## src/hw/rtl/pidc_pkg.sv

```systemverilog
package pidc_pkg;

    typedef enum logic [2:0] {
        CFG_GAIN_P      = 3'd0,
        CFG_GAIN_I      = 3'd1,
        CFG_GAIN_D      = 3'd2,
        CFG_OUT_LIMITS  = 3'd3,
        CFG_INT_WINDOW  = 3'd4,
        CFG_DAMP_WINDOW = 3'd5,
        CFG_ROLLOVER    = 3'd6,
        CFG_DEADZONE    = 3'd7
    } t_cfg_idx;

    localparam logic [23:0] GAIN_P_RST     = 24'h010000;
    localparam logic [63:0] OUT_LIMITS_RST = 64'h7FFF_FFFF_8000_0000;
    localparam logic [47:0] INT_WINDOW_RST = 48'h7FFF_FF80_0000;

    localparam logic signed [47:0] INT_MAX48 = 48'sh7FFF_FFFF_FFFF;
    localparam logic signed [47:0] INT_MIN48 = 48'sh8000_0000_0000;

    typedef struct packed {
        logic signed [23:0] gain_p;
        logic signed [23:0] gain_i;
        logic signed [23:0] gain_d;
        logic [63:0]        out_limits;
        logic [47:0]        int_window;
        logic [47:0]        damp_window;
        logic [47:0]        rollover;
        logic [47:0]        deadzone;
    } t_cfg;

    // error stage result: error after rollover/dampening, derivative term, integral
    typedef struct packed {
        logic signed [24:0] err;
        logic signed [25:0] diff;
        logic signed [47:0] integ;
    } t_err_res;

endpackage

```

## src/hw/rtl/pidc_state.sv

```systemverilog
module pidc_state import pidc_pkg::*; (
    input  logic               i_clk,
    input  logic               i_rst_n,
    input  logic               i_en,
    input  t_cfg               i_cfg,
    input  logic signed [15:0] i_setpoint,
    input  logic signed [15:0] i_measured,
    output t_err_res           o_res
);

    logic               r_seeded;
    logic signed [24:0] r_prev;
    logic signed [47:0] r_integ;

    logic signed [16:0] e_raw;
    logic signed [24:0] e_raw25;
    logic [16:0]        mag;
    logic signed [23:0] rr_hi, rr_lo, iw_hi, iw_lo, dw_hi, dw_lo;
    logic signed [24:0] span;
    logic               wrap;
    logic signed [24:0] e_roll, e_sel, e_fin, prev_use;
    logic               in_iw, in_dw;
    logic signed [48:0] isum;
    logic signed [47:0] integ_add, n_integ;

    always_comb begin
        e_raw   = 17'($signed({i_setpoint[15], i_setpoint}) - $signed({i_measured[15], i_measured}));
        e_raw25 = 25'(e_raw);
        mag     = e_raw[16] ? 17'(-e_raw) : e_raw;

        rr_hi = $signed(i_cfg.rollover[47:24]);
        rr_lo = $signed(i_cfg.rollover[23:0]);
        span  = 25'(rr_hi) - 25'(rr_lo);
        wrap  = (i_cfg.rollover != '0) &&
                ($signed({8'b0, mag, 1'b0}) > $signed({span[24], span}));
        e_roll = (e_raw > 17'sd0) ? e_raw25 - 25'(rr_hi) : e_raw25 + 25'(rr_hi);
        e_sel  = wrap ? e_roll : e_raw25;

        iw_hi = $signed(i_cfg.int_window[47:24]);
        iw_lo = $signed(i_cfg.int_window[23:0]);
        in_iw = (e_sel > 25'(iw_lo)) && (e_sel < 25'(iw_hi));
        isum  = 49'(r_integ) + 49'(e_sel);
        if (isum[48] != isum[47]) begin
            integ_add = isum[48] ? INT_MIN48 : INT_MAX48;
        end else begin
            integ_add = isum[47:0];
        end

        dw_hi = $signed(i_cfg.damp_window[47:24]);
        dw_lo = $signed(i_cfg.damp_window[23:0]);
        in_dw = (i_cfg.damp_window != '0) && (e_sel > 25'(dw_lo)) && (e_sel < 25'(dw_hi));

        n_integ = in_iw ? integ_add : r_integ;
        e_fin   = e_sel;
        if (in_dw) begin
            n_integ = '0;
            e_fin   = '0;
        end

        prev_use = r_seeded ? r_prev : e_raw25;

        o_res.err   = e_fin;
        o_res.diff  = 26'(e_fin) - 26'(prev_use);
        o_res.integ = n_integ;
    end

    always_ff @(posedge i_clk) begin
        if (!i_rst_n) begin
            r_seeded <= 1'b0;
            r_prev   <= '0;
            r_integ  <= '0;
        end else if (i_en) begin
            r_seeded <= 1'b1;
            r_prev   <= e_fin;
            r_integ  <= n_integ;
        end
    end

endmodule

```

## config.mk

```make
export PLATFORM = sky130hd
export DESIGN_NAME = pidc_state
export DESIGN_NICKNAME = d
export VERILOG_FILES = /design/src/hw/rtl/pidc_pkg.sv /design/src/hw/rtl/pidc_state.sv
export SDC_FILE = /design/constraint.sdc
export NUM_CORES = 1
export LEC_CHECK = 0
export BUFFER_PORTS_ARGS = -buffer_cell sky130_fd_sc_hd__buf_4
export CAP_MARGIN = 20
export CORE_ASPECT_RATIO = 0.6
export CORE_MARGIN = 2
export CORE_UTILIZATION = 55
export DETAILED_ROUTE_END_ITERATION = 16
export PLACE_DENSITY = 0.85
export SLEW_MARGIN = 0
export SYNTH_ARGS = -nofsm -noshare
export SYNTH_HDL_FRONTEND = slang
export SYNTH_SLANG_ARGS = --single-unit
```

## constraint.sdc

```tcl
create_clock -name i_clk -period 17.4 [get_ports i_clk]
set_clock_uncertainty 0.1 [all_clocks]
set_input_delay 0.87 -clock i_clk [delete_from_list [all_inputs] [get_ports i_clk]]
set_output_delay 0.87 -clock i_clk [all_outputs]
set_load 0.05 [all_outputs]
```

# After elaboration in Yosys (flattened, before gate mapping)
# Cells that the tools add are included.
[op_classes]
addsub = 7
n_lt_le_gt_ge = 6
n_eq_ne = 1
n_mux = 9
n_reduce_logical = 6
[ops]
columns = ["op", "count"]
rows = [
  ["$mux W48", 4],
  ["$mux W25", 4],
  ["$reduce_bool A48 Y1", 2],
  ["$gt A25 B24 Y1", 2],
  ["$lt A25 B24 Y1", 2],
  ["$add A48 B25 Y49", 1],
  ["$sub A25 B25 Y26", 1],
  ["$add A17 B24 Y25", 1],
  ["$gt A19 B25 Y1", 1],
  ["$sub A17 B24 Y25", 1],
  ["$sub A24 B24 Y25", 1],
  ["$gt A17 B1 Y1 const B", 1],
  ["$mux W17", 1],
  ["$neg A17 Y17", 1],
  ["$sub A16 B16 Y17", 1],
  ["$logic_and A1 B1 Y1", 4],
  ["$ne A1 B1 Y1", 1],
]
[word_totals]
register_bits = 74
out_inout_bits = 99
word_cells = 32

# Logic depth before layout (Yosys ltp)
[depth]
word_depth = 11
mapped_depth = 65
mapped_depth_nobuf = 61

# Worst setup path before layout
# No wires, ideal clock.
[synth_path]
kind = "input to output"
startpoint = "in i_setpoint[0]"
endpoint = "out o_res[73] in the netlist's numbering"
arrival_time_ps = 14688
t_required_ps = 16430
path_slack_ps = 1742
stages = 59
n_path_buf = 4
path_cell_list = "inv_1 ha_1 fa_1 nand2b_1 a21o_1 a21oi_1 mux2i_1 inv_1 nor4_4 nand3_2 or4_1 clkbuf_1 nand2_1 nor2_1 xor2_1 ha_1 a21o_1 a21o_1 [... 23 more ...] nor2_1 ha_1 nor2b_1 o21ai_0 a21boi_0 o21ai_0 a21boi_0 o21ai_0 nand2b_1 a211o_1 a21oi_1 maj3_2 a21oi_1 a221o_1 a2111oi_2 or3b_4 a21oi_1 o22ai_1"
[synth_rtl]
columns = ["element", "line", "source"]
rows = [
  ["start: declaration", "pidc_state.sv:6", "input logic signed [15:0] i_setpoint,"],
  ["end: declaration", "pidc_state.sv:8", "output t_err_res o_res"],
]

==> results.yml <==
power_and_ir_drop:
  p_switching_w: 0.00197
  power_frac_clock_pct: 6.2
  ir_drop_v: 0.000115
  power_leakage_nw: 9.26
  fin_total_pwr_w: 0.00317
  pwr-share-seq_pct: 7.4
  comb_power_share_pct: 86.5
  p_per_area_nw_per_um2: 171
  sw_frac_of_total_pct: 62.0
  p_int_w: 0.00121
clock_tree:
  cts_buffers: 9
  cts.sinks: 74
  cts_root_buf: "clkbuf_16"
  clock_path_buffers: 2
  cts_setup_buffers: 0
  cts_tree: "done"
  insertion_delay_ns: 0.35
  clk_pin_slew_ns: 0.06
  htreeDepth: 3
synth:
  yosysTopAreaCell: "ha_1"
  synth-seq-cells: 74
  ys_types: 100
  async_flop_share_pct: 0
  syn_avg_cell_area_um2: 7.03
  synthFlopType: "dfxtp_1"
  syn_area_um2: 15700
  synth_compound_gate_area_share_pct: 29.3
  synth_cells: 2235
  synth_simple_gate_area_share_pct: 23.1
  yosys_warnings: 0
  synth.top_cell.area_share_pct: 19.1
  synthMuxAreaShare_pct: 3.32
  seq_area_frac_synth_pct: 9.42
  synthXorXnorAreaFrac_pct: 7.35
  synth_top_family_by_area: "compound AO/OA/AOI/OAI gates"
  synthTopCellsByArea: "ha_1, dfxtp_1, a21oi_1"
  synthAdderAreaFrac_pct: 20.1
  synth-edff-count: 0
  syn_nets: 2843
min_path:
  hold_path_class: "reg -> reg"
cells_and_area:
  regArea_um2: 1480
  multiInputGateArea_um2: 13100
  areaGrowthSynthToFinish_pct: 17.8
  final_cell_mix: "buf_4, ha_1, a21oi_1"
  antennaDiodeCount: 0
  drive_above_1_share_pct: 15.3
  layout_commonest_cell: "buf_4"
  final_cells: 2844
  fillers: 2421
  final_nets: 3080
global_routing:
  grt_pass1_vias: 16730
  antenna_found_initial: 1
  gr-total-overflow: 0
  grt_pass1_wl_mm: 93.3
  grt_max_degree: 80
  track_usage_pct: 39.3
timing:
  finalSetupTns_ns: 0
  rsz0062_at_grt: "false"
  slew_headroom_pct: 27.5
  slew_violations: 0
  timing.final.ws_setup_ns: 0.771
  worst_slew_pin_slew_ns: 1.09
  max_freq_mhz: 60.1
  fin_crit_ns: 16.63
  finalHoldViolCount: 0
  setup_viol: 0
  post-route-period-util_pct: 95.6
  hold_ws_ns: 0.371
run:
  maxCapViolCount: 0
die:
  ioPinCount: 462
  rows: 47
  dieArea_um2: 30000
  die_x_um: 222
  fp.dieH_um: 135
  start_util_pct: 56.5
  core_um2: 27800
setup_path:
  critPathMostFrequentCell: "a21oi_1"
  critPathMaxFanout: 13
  slowest_delay_ns: 0.75
  crit_type: "in -> out"
  crit_slowest_cell: "or4_1"
  required_ns: 16.43
  arrival_ns: 15.66
  crit_path_end_kind: "output pin"
  crit_path_start_kind: "primary input"
route:
  vias: 18463
  wl_met1_mm: 26.5
  wirelength_mm: 61.7
  ant_nets: 0
  drc: 1
  initialDrtViolationCount: 2694
  drt-vias-per-instance: 6.49
  wl_met3_mm: 8.73
  top_layer: "met5"
  wire_per_inst_um: 21.7
  drt_first_pass_iters: 14
  route.met2.wl_mm: 24.4
placed_design:
  dp.cells: 2825
  gp_congestion: 0.990
  io_buffers: 277
  dp_hpwl_mm: 49.5
  pre_cts_ws_ns: 1.02
status:
  status: "finished with violations"
  violations: "DRC"
==> Yosys cell counts (39+ instances only) <==
| cell type | count |
|---|---|
| ha_1 | 240 |
| nor2_1 | 217 |
| nand3_1 | 43 |
| dfxtp_1 | 74 |
| o21ai_0 | 116 |
| nand4_1 | 39 |
| a21o_1 | 89 |
| xnor2_1 | 82 |
| inv_1 | 215 |
| clkbuf_1 | 53 |
| nand2_1 | 144 |
| mux2i_1 | 51 |
| nor2b_1 | 68 |
| nor3_1 | 54 |
| a21oi_1 | 234 |
| xor2_1 | 48 |
==> logic make-up after synthesis <==
logic type | count (synthesis)
AO/OA/AOI/OAI | 702
flip-flops | 74
XOR/XNOR | 131
buffers and inverters | 299
adder cells (fa/ha/maj) | 251
multiplexers | 52
AND/OR/NAND/NOR | 726
==> worst paths after layout <==
path,endpoint,slack (ns),depth (start not counted),startpoint
worst min register to register,r_prev[23],0.37,2,r_prev[23]
worst min-delay path,r_prev[23],0.37,2,r_prev[23]
worst max-delay path,o_res[70],0.77,62,i_setpoint[0]
worst max register to register,r_integ[41],11.15,19,r_integ[0]
==> power groups by stage <==
stage	Sequential (W)	Combinational, W	Clock (W)
2_1_floorplan	0.000227	0.00186	0
3_3_place_gp	0.000233	0.00258	0
3_5_place_dp	0.000235	0.00264	0
4_1_cts	0.000232	0.00266	0.000195
5_1_grt	0.000237	0.00289	0.000201
6_report	0.000233	0.00275	0.000196
==> critical path, delay by kind of cell <==
| family | cells | cell delay [ns] |
|---|---|---|
| AO/OA/AOI/OAI | 31 | 7.43 |
| multiplexers | 1 | 0.53 |
| buffers and inverters | 9 | 1.22 |
| AND/OR/NAND/NOR | 14 | 3.50 |
| adder cells (fa/ha/maj) | 6 | 1.90 |
| XOR/XNOR | 1 | 0.15 |
==> timing repair <==
item | CTS | global route
gates resized for setup | 0 | 4
hold buffers | 0 | 0
endpoints found under the setup margin | 0 | 7
==> flip-flops by register name (all words and copies together) (netlist names) <==
name	cells
r_seeded	1
r_integ	48
r_prev	25
==> metal layers <==
metal	vias up	global-route usage, %
li1	8579	-
met2	1222	57.1
met3	162	11.8
met4	2	11.5
met5	-	0
met1	8498	55.6
==> metrics by stage <==
stage	util, %	area, um2
finish	66.6	18500
global route	66.6	18500
CTS	66.3	18500
detailed placement	65.3	18200
global placement	65.3	18200
floorplan	-	15700
==> final cells by class <==
| class | count | share of cell area, % |
|---|---|---|
| Inverter | 216 | 4.38 |
| Clock inverter | 6 | 0.351 |
| Tap cell | 367 | 2.48 |
| Clock buffer | 10 | 1.24 |
| Timing Repair Buffer | 309 | 12.6 |
| Sequential cell | 74 | 8.00 |
| Multi-Input combinational cell | 1862 | 70.9 |
Power figures use the tool's default switching activity.
